### src/gwm_pkg.sv
package gwm_pkg;

  // Field widths of the transaction payloads and configuration registers.
  localparam int IDX_W     = 12;
  localparam int CFG_W     = 7;
  localparam int CMD_W     = 2;
  localparam int SIDE_BITS = 2;
  localparam int WALLS     = 4;
  localparam int CFG_MAX   = (1 << CFG_W) - 1;

  localparam logic [CFG_W-1:0] CFG_RESET = CFG_W'(64);

  // Configuration register indexes.
  localparam logic REG_GRID_WIDTH  = 1'b0;
  localparam logic REG_GRID_HEIGHT = 1'b1;

  typedef enum logic [CMD_W-1:0] {
    CMD_CLEAR = 2'd0,
    CMD_SET   = 2'd1,
    CMD_READ  = 2'd2
  } gwm_cmd_e;

  typedef enum logic [SIDE_BITS-1:0] {
    SIDE_NORTH = 2'd0,
    SIDE_EAST  = 2'd1,
    SIDE_SOUTH = 2'd2,
    SIDE_WEST  = 2'd3
  } gwm_side_e;

  // Status returned by the column unit.
  typedef struct packed {
    logic             done;
    logic [CFG_W-1:0] rem;
  } gwm_div_rsp_t;

endpackage

### src/gwm_colmod.sv
module gwm_colmod
  import gwm_pkg::*;
(
  input  logic             clk_i,
  input  logic             rst_ni,
  input  logic             start_i,
  input  logic [IDX_W-1:0] dividend_i,
  input  logic [CFG_W-1:0] divisor_i,
  output gwm_div_rsp_t     rsp_o
);

  // Restoring remainder, one dividend bit per cycle, most significant first.
  localparam int STEP_W = $clog2(IDX_W);

  logic              busy_q, busy_d;
  logic              done_q, done_d;
  logic [STEP_W-1:0] cnt_q, cnt_d;
  logic [IDX_W-1:0]  dvd_q, dvd_d;
  logic [CFG_W-1:0]  dvs_q, dvs_d;
  logic [CFG_W-1:0]  rem_q, rem_d;
  logic [CFG_W:0]    trial;

  assign trial = {rem_q, dvd_q[IDX_W-1]};

  always_comb begin
    busy_d = busy_q;
    done_d = 1'b0;
    cnt_d  = cnt_q;
    dvd_d  = dvd_q;
    dvs_d  = dvs_q;
    rem_d  = rem_q;
    if (start_i) begin
      busy_d = 1'b1;
      cnt_d  = '0;
      dvd_d  = dividend_i;
      dvs_d  = divisor_i;
      rem_d  = '0;
    end else if (busy_q) begin
      if (trial >= {1'b0, dvs_q}) begin
        rem_d = CFG_W'(trial - {1'b0, dvs_q});
      end else begin
        rem_d = CFG_W'(trial);
      end
      dvd_d = dvd_q << 1;
      cnt_d = cnt_q + STEP_W'(1);
      if (cnt_q == STEP_W'(IDX_W - 1)) begin
        busy_d = 1'b0;
        done_d = 1'b1;
      end
    end
  end

  always_ff @(posedge clk_i or negedge rst_ni) begin
    if (!rst_ni) begin
      busy_q <= 1'b0;
      done_q <= 1'b0;
      cnt_q  <= '0;
    end else begin
      busy_q <= busy_d;
      done_q <= done_d;
      cnt_q  <= cnt_d;
    end
  end

  always_ff @(posedge clk_i) begin
    dvd_q <= dvd_d;
    dvs_q <= dvs_d;
    rem_q <= rem_d;
  end

  assign rsp_o.done = done_q;
  assign rsp_o.rem  = rem_q;

endmodule

### config.mk
export PLATFORM = sky130hd
export DESIGN_NAME = gwm_colmod
export DESIGN_NICKNAME = d
export VERILOG_FILES = /design/src/gwm_pkg.sv /design/src/gwm_colmod.sv
export SDC_FILE = /design/constraint.sdc
export NUM_CORES = 1
export LEC_CHECK = 0
export BUFFER_PORTS_ARGS = -buffer_cell sky130_fd_sc_hd__buf_4
export CAP_MARGIN = 20
export CORE_MARGIN = 2
export CORE_UTILIZATION = 45
export DETAILED_ROUTE_END_ITERATION = 16
export PLACE_DENSITY = 0.66
export SYNTH_ARGS = -nofsm -noshare
export SYNTH_HDL_FRONTEND = slang
export SYNTH_SLANG_ARGS = --single-unit
### constraint.sdc
create_clock -name clk_i -period 4.5 [get_ports clk_i]
set_input_delay 0.45 -clock clk_i [delete_from_list [all_inputs] [get_ports clk_i]]
set_output_delay 0.45 -clock clk_i [all_outputs]
set_load 0.03 [all_outputs]
==> results of run 1 <==
final timing paths:
| path | start | endpoint | cells after the start | slack (ns) |
|---|---|---|---|---|
| max reg2reg | dvd_q[11] | rem_q[2] | 8 | 2.43 |
| min reg2reg | dvd_q[2] | dvd_q[3] | 1 | 0.53 |
| min | divisor_i[1] | dvs_q[1] | 1 | 0.34 |
| max | dvd_q[11] | rem_q[2] | 8 | 2.43 |
| min in group asynchronous | rst_ni | cnt_q[3] | 2 | 0.50 |
| max in group asynchronous | rst_ni | cnt_q[1] | 2 | 3.89 |
layout by cell type (no fill, tap or decap), types with 2 or more instances in the layout:
cell type,netlist,layout
buf_4,1,29
edfxtp_1,19,19
nor2_1,12,12
inv_1,10,10
nand2_1,10,10
ha_1,8,8
mux2_2,7,7
nor3b_1,7,7
dfxtp_1,7,7
dfrtp_1,6,6
clkbuf_8,0,6
mux2_1,4,4
nand3_1,4,4
xnor2_1,4,4
nor2b_1,4,4
a31oi_1,4,4
a21o_1,3,3
nand4_1,2,2
and3_1,2,2
xor2_1,2,2
o21ai_1,2,2
o31ai_1,2,2
stage by stage:
step,utilization (%),hold slack [ns],instance area [sq um]
2_1_floorplan,-,0.1544,1738
3_3_place_gp,53.43,0.2565,1971
3_5_place_dp,53.43,0.2616,1971
4_1_cts,56.72,0.3285,2092
5_1_grt,56.72,0.3276,2092
6_report,56.72,0.3408,2092
metal layers:
layer / vias up / global-route usage, % / share of wire [%]
met4: 0 / 5.357 / 1.6
met1: 567 / 20.80 / 44
met3: 6 / 5.622 / 5.3
met5: - / 0 / 0
met2: 27 / 29.50 / 49
li1: 612 / - / -
cells by family (layout without fill, tap and decap cells):
group	after synthesis	after routing	synth area share [%]
and+or+nand+nor	49	49	15.34
adders and majority gates	9	9	6.912
DFF	32	32	49.53
AOI/OAI and AO/OA	25	25	12.53
muxes	12	12	7.703
xor gates and xnor gates	6	6	3.024
buffers and inverters	19	49	4.967
repair_timing:
item | 4_1_cts | 5_1_grt
setup buffers | 0 | 0
resized for setup | 0 | 0
hold buffers | 1 | 0
endpoints found under the hold margin | 6 | 0
worst reg2reg max path, cell delays in order (launching register included):
cell,delay [ns]
edfxtp_1,0.41
inv_1,0.09
ha_1,0.17
inv_1,0.06
fa_1,0.40
nand3_1,0.12
a31o_1,0.38
and2_4,0.24
o311ai_2,0.09
where the power goes:
group          switching (mW)  total, mW  internal, mW
clock network           0.104      0.260         0.156
logic                   0.178      0.335         0.157
registers              0.0306      0.380         0.349
total                   0.313      0.975         0.662
cell type report:
cell class / instances / area [sq um] / share of cell area (%)
Clock inverter: 1 / 3.754 / 0.1794
Clock buffer: 7 / 107.6 / 5.144
Sequential cell: 32 / 860.8 / 41.15
Tap cell: 48 / 60.06 / 2.871
Multi-Input combinational cell: 101 / 790.8 / 37.80
Timing Repair Buffer: 30 / 227.7 / 10.89
Inverter: 11 / 41.29 / 1.974
flip-flops by register name, summed over array words and instances, names as in the netlist:
name and flops:
busy_q 1, dvd_q 12, rem_q 7, done_q 1
cnt_q 4, dvs_q 7
==> impl_metrics.py, run 1 <==
metrics = {
    "grt": {
        "gr-total-overflow": 0,
        "grt_max_degree": 35,
        "grt_pass1_wl_um": 5727,
        "grt_usage_pct": 17.38,
        "antenna_found_initial": 0,
        "first_global_vias": 1310,
    },
    "drt": {
        "drtPass1Iterations": 4,
        "drc": 0,
        "post_drt_via_cell_ratio": 5.270,
        "wl_um": 3184,
        "drtIter0Drc": 63,
        "wl_per_cell_um": 13.84,
        "vias": 1212,
        "drtAntennaViolNets": 0,
    },
    "logic_synthesis": {
        "synth_commonest_cells": "edfxtp_1 (19), nor2_1 (12), inv_1 (10), nand2_1 (10), ha_1 (8)",
        "synth.area.top_cells": "edfxtp_1 (33%), dfrtp_1 (8.6%), dfxtp_1 (8.1%)",
        "ys_types": 49,
        "postSynthCellCount": 152,
        "syn_avg_cell_area_sq_um": 11.43,
        "ys_ff_latch": 32,
        "synth.most_common_cell": "edfxtp_1",
        "synth_top_cell_by_area": "edfxtp_1",
        "synth_flop_cell": "edfxtp_1",
        "synth.cell_area_sq_um": 1738,
        "syn_nets": 183,
        "ys.warnings.count": 0,
        "seq_area_frac_synth_pct": 49.53,
        "synth_top_area_share_pct": 32.83,
        "synth_edf_count": 19,
        "synth-async-reset-ratio_pct": 18.75,
    },
    "timing": {
        "drv_slew": 0,
        "setup_viol": 0,
        "slew_headroom_pct": 55.55,
        "hold_viol": 0,
        "worst_slack_ns": 2.433,
        "worst_pin_slew_ns": 0.6667,
        "fmax_ghz": 0.4839,
        "clock_skew_ns": 0.005851,
        "rsz0062_at_grt": "false",
        "finalCritPeriodShare_pct": 45.93,
        "min_period_ns": 2.067,
        "finalSetupTns_ns": 0,
    },
    "setup_path": {
        "required_ns": 4.67,
        "crit_buf_inv": 2,
        "cp-end-kind": "flip-flop",
        "cp_slowest_stage_delay_ns": 0.41,
        "crit_chain": "inv_1 -> ha_1 -> inv_1 -> fa_1 -> nand3_1 -> a31o_1 -> and2_4 -> o311ai_2",
        "crit_type": "flip-flop to flip-flop",
        "worst_ep_arrival_time_ns": 2.23,
        "cp_max_fo": 10,
        "cp-start-kind": "flip-flop",
        "cp_common_cell": "inv_1",
        "crit_family": "adder cells",
        "cp_slowest_cell": "edfxtp_1",
    },
    "clock_tree": {
        "cts_root_buf": "clkbuf_8",
        "cts.sinks": 32,
        "cts.clk_slew.worst_paths_ns": 0.07,
        "cts_buffers": 5,
        "cts_tree": "yes",
        "clkLatencyLatePin_ns": 0.29,
        "cts_buffer_depth": 2,
        "cts_max_level": 2,
    },
    "outcome": {
        "status": "completed",
    },
    "floorplan": {
        "row_count": 22,
        "die-area_sq_um": 4375,
        "core_sq_um": 3689,
        "die_y_um": 66.15,
        "die_w_um": 66.15,
        "pin_count": 30,
        "start_util_pct": 47.12,
    },
    "place": {
        "gp_congestion": 0.7733,
        "port-buffer-count": 29,
        "dpl_worst_slack_ns": 2.458,
        "dp.cells": 221,
        "dp_hpwl_um": 2330,
    },
    "job": {
        "max_cap_violations": 0,
    },
    "cells_and_area": {
        "drive_gt1_share_pct": 26.92,
        "instances_no_fill": 230,
        "nets": 212,
        "areaGrowthSynthToFinish_pct": 20.37,
        "fillCellCount": 335,
        "n_antenna_cell": 0,
    },
    "worst_hold_path": {
        "hold_path.class": "primary input to flip-flop",
    },
    "power_and_ir_drop": {
        "fin_total_pwr_mw": 0.9751,
        "p_leak_nw": 0.9181,
        "ir_worst_vdd_uv": 274.7,
        "p_per_area_nw_per_um2": 466.1,
    },
}
(Power assumes the default switching activity.)
==> run 2, diff against run 1 <==
--- a/config.mk
+++ b/config.mk
@@ -5,12 +5,13 @@
 export SDC_FILE = /design/constraint.sdc
 export NUM_CORES = 1
 export LEC_CHECK = 0
+export ABC_AREA = 1
 export BUFFER_PORTS_ARGS = -buffer_cell sky130_fd_sc_hd__buf_4
 export CAP_MARGIN = 20
 export CORE_MARGIN = 2
 export CORE_UTILIZATION = 45
 export DETAILED_ROUTE_END_ITERATION = 16
-export PLACE_DENSITY = 0.66
+export PLACE_DENSITY = 0.69
 export SYNTH_ARGS = -nofsm -noshare
 export SYNTH_HDL_FRONTEND = slang
 export SYNTH_SLANG_ARGS = --single-unit
==> constraint.sdc (replaced) <==
create_clock -name clk_i -period 1.8 [get_ports clk_i]
set_input_delay 0.18 -clock clk_i [delete_from_list [all_inputs] [get_ports clk_i]]
set_output_delay 0.18 -clock clk_i [all_outputs]
set_load 0.03 [all_outputs]
==> run 2 against run 1 <==
Count of clock-buffer cells in the layout is 1 lower. Register-to-register slack lost 2.4 ns. Synthesized cell count grew 30%. Critical endpoint is now rem_q[3]. Maximum frequency is 18% higher. Critical path depth rose by 5.
==> impl_metrics.py, run 2 <==
metrics = {
    "setup_path": {
        "cp-start-kind": "flip-flop",
        "cp-startpoint": "dvd_q[11]",
        "cp_max_fo": 6,
        "worst_ep_arrival_time_ns": 1.97,
        "cp_slowest_cell": "edfxtp_1",
        "crit_path_end": "rem_q[3]",
        "crit_chain": "inv_2 -> ha_4 -> inv_2 -> fa_2 -> nand2_2 -> nand2_2 -> nand2_4 -> nand2_4 -> nand2_4 -> nand2_4 -> nand2_1 -> nand3_1 -> o21ai_1",
        "crit_type": "flip-flop to flip-flop",
        "cp_common_cell": "nand2_4",
        "crit_family": "simple AND/OR/NAND/NOR gates",
        "cp-end-kind": "flip-flop",
        "cp.depth": 13,
        "r2r_end": "rem_q[3]",
        "crit_buf_inv": 2,
        "cp_slowest_stage_delay_ns": 0.38,
        "r2r-start": "dvd_q[11]",
        "required_ns": 2.01,
        "ff2ff_path_depth": 13,
        "reg2reg_slack_ns": 0.04,
    },
    "timing": {
        "min_period_ns": 1.759,
        "drv_slew": 0,
        "fmax_ghz": 0.5686,
        "hold_viol": 0,
        "worst_pin_slew_ns": 0.3723,
        "setup_viol": 0,
        "finalCritPeriodShare_pct": 97.71,
        "worst_slack_ns": 0.04130,
        "rsz0062_at_grt": "true",
        "slew_headroom_pct": 75.09,
        "clock_skew_ns": 0.001641,
    },
    "logic_synthesis": {
        "synth_mux_area_share_pct": 0,
        "synth_top_area_share_pct": 33.75,
        "synth-compound-area-share_pct": 4.663,
        "synth_commonest_cells": "nand2_1 (72), inv_1 (23), edfxtp_1 (19)",
        "yosys.area_share.adder_pct": 7.106,
        "syn_avg_cell_area_sq_um": 8.581,
        "seq_area_frac_synth_pct": 50.93,
        "ys_types": 28,
        "synth_edf_count": 19,
        "synth.area.top_cells": "edfxtp_1 (34%), nand2_1 (16%), dfrtp_1 (8.9%)",
        "syn_nets": 228,
        "yosys.area_share.simple_pct": 28.65,
        "synth.most_common_cell": "nand2_1",
        "synth.cell_area_sq_um": 1690,
        "synth_flop_cell": "edfxtp_1",
        "ys_ff_latch": 32,
        "postSynthCellCount": 197,
        "synth-async-reset-ratio_pct": 18.75,
        "synth_top_cell_by_area": "edfxtp_1",
        "synth_top_family_by_area": "simple AND/OR/NAND/NOR gates",
        "synth_xor_area_share_pct": 1.036,
        "ys.warnings.count": 0,
    },
    "job": {
        "max_cap_violations": 0,
    },
    "floorplan": {
        "core_sq_um": 3633,
        "die-area_sq_um": 4263,
        "start_util_pct": 46.52,
        "die_y_um": 65.29,
        "pin_count": 30,
        "row_count": 22,
        "die_w_um": 65.29,
    },
    "drt": {
        "wl_per_cell_um": 11.00,
        "drtAntennaViolNets": 0,
        "post_drt_via_cell_ratio": 4.670,
        "drtIter0Drc": 79,
        "wl_um": 3103,
        "drc": 0,
        "drtPass1Iterations": 4,
        "vias": 1317,
    },
    "cells_and_area": {
        "drive_gt1_share_pct": 25.64,
        "instances_no_fill": 282,
        "reg_top3": "dvd_q: 12 flops, dvs_q: 7 flops, rem_q: 7 flops",
        "final_area_sq_um": 2107,
        "final_cell_mix": "nand2_1 (70), buf_4 (31), inv_1 (21)",
        "layout_commonest_cell": "nand2_1",
        "nets": 264,
        "fillCellCount": 339,
        "top_register": "dvd_q",
        "largest_register_ffs": 12,
        "areaGrowthSynthToFinish_pct": 24.65,
        "n_antenna_cell": 0,
    },
    "grt": {
        "grt_pass1_wl_um": 5264,
        "antenna_found_initial": 0,
        "met3_usage_pct": 5.137,
        "grt_max_degree": 25,
        "gr-total-overflow": 0,
        "grt_usage_pct": 16.26,
        "gr-usage-met2_pct": 25.77,
        "first_global_vias": 1236,
        "grt-busiest-layer": "met2",
        "globalRouteMet1Util_pct": 21.12,
    },
    "clock_tree": {
        "cts_tree": "yes",
        "cts.clk_slew.worst_paths_ns": 0.06,
        "clkLatencyLatePin_ns": 0.28,
        "cts_buffer_depth": 2,
        "cts_max_level": 2,
        "cts_buffers": 5,
        "cts.sinks": 32,
        "cts_root_buf": "clkbuf_8",
    },
    "place": {
        "port-buffer-count": 29,
        "gp_congestion": 0.8326,
        "dp.cells": 271,
        "postPlaceCellArea_sq_um": 1956,
        "dpl_worst_slack_ns": -0.02267,
        "dp_hpwl_um": 2259,
    },
    "power_and_ir_drop": {
        "ir_worst_vdd_uv": 631.8,
        "p_per_area_nw_per_um2": 1350,
        "p_leak_nw": 1.073,
        "clockPowerShare_pct": 19.5,
        "seqPwrFrac_pct": 34.8,
        "p_int_mw": 1.719,
        "comb_power_share_pct": 45.7,
        "switchingPower_mw": 1.125,
        "switching_share_pct": 39.57,
    },
    "worst_hold_path": {
        "hold_path.class": "primary input to flip-flop",
    },
    "outcome": {
        "status": "completed",
    },
}
## run 2: per-layer routing
metal,vias up,share of wire (%)
met3,5,4.6
met1,579,47
met5,-,0
met4,0,1.5
li1,704,-
met2,29,47
## run 2: kinds of logic after synthesis
family,after synthesis
simple gates,108
buf+inv,33
flops,32
compound gates,13
fa+ha+maj,9
xor+xnor,2
## run 2: final cells by class
type | instances | area, sq um | share of cell area, %
repair buffers | 32 | 242.7 | 11.52
well taps | 48 | 60.06 | 2.850
clock buffers | 6 | 82.58 | 3.919
flip-flops and latches | 32 | 860.8 | 40.86
inverters | 29 | 108.9 | 5.166
clock inverters | 2 | 10.01 | 0.4751
multi-input cells | 133 | 742.0 | 35.21
## run 2: repair_timing
| action | CTS | global route |
|---|---|---|
| pin swaps | 0 | 5 |
| endpoints found under the setup margin | 6 | 7 |
| endpoints found under the hold margin | 6 | 0 |
| resized for setup | 3 | 7 |
| cloned | 1 | 0 |
| setup buffers | 0 | 1 |
| hold buffers | 1 | 0 |
## run 2: metrics by stage
step / hold slack (ns) / TNS [ns] / total power [mW] / util, %
3_3_place_gp: -0.008997 / 0 / 2.198 / 53.82
5_1_grt: 0.06107 / -0.4288 / 3.065 / 57.99
3_5_place_dp: -0.008801 / -0.03369 / 2.210 / 53.82
6_report: 0.07595 / 0 / 2.844 / 57.99
2_1_floorplan: -0.1156 / 0 / 1.892 / -
4_1_cts: 0.06750 / 0 / 2.793 / 56.96
## run 2: worst min path at each step
stage	startpoint	end	slack, ns	cells after the start
after global routing	divisor_i[1]	dvs_q[1]	0.06	1
after detailed placement	rst_ni	cnt_q[3]	-0.009	1
after global placement	rst_ni	cnt_q[3]	-0.009	1
final	divisor_i[6]	dvs_q[6]	0.08	1
after CTS	divisor_i[0]	dvs_q[0]	0.07	1
after floorplan	rst_ni	busy_q	-0.12	0
## run 2: power groups by stage
| stage | clock network [mW] | logic (mW) | registers (mW) |
|---|---|---|---|
| 2_1_floorplan | 0 | 0.773 | 1.12 |
| 3_3_place_gp | 0 | 1.20 | 1.00 |
| 3_5_place_dp | 0 | 1.21 | 1.00 |
| 4_1_cts | 0.573 | 1.23 | 0.988 |
| 5_1_grt | 0.604 | 1.46 | 1.00 |
| 6_report | 0.553 | 1.30 | 0.990 |
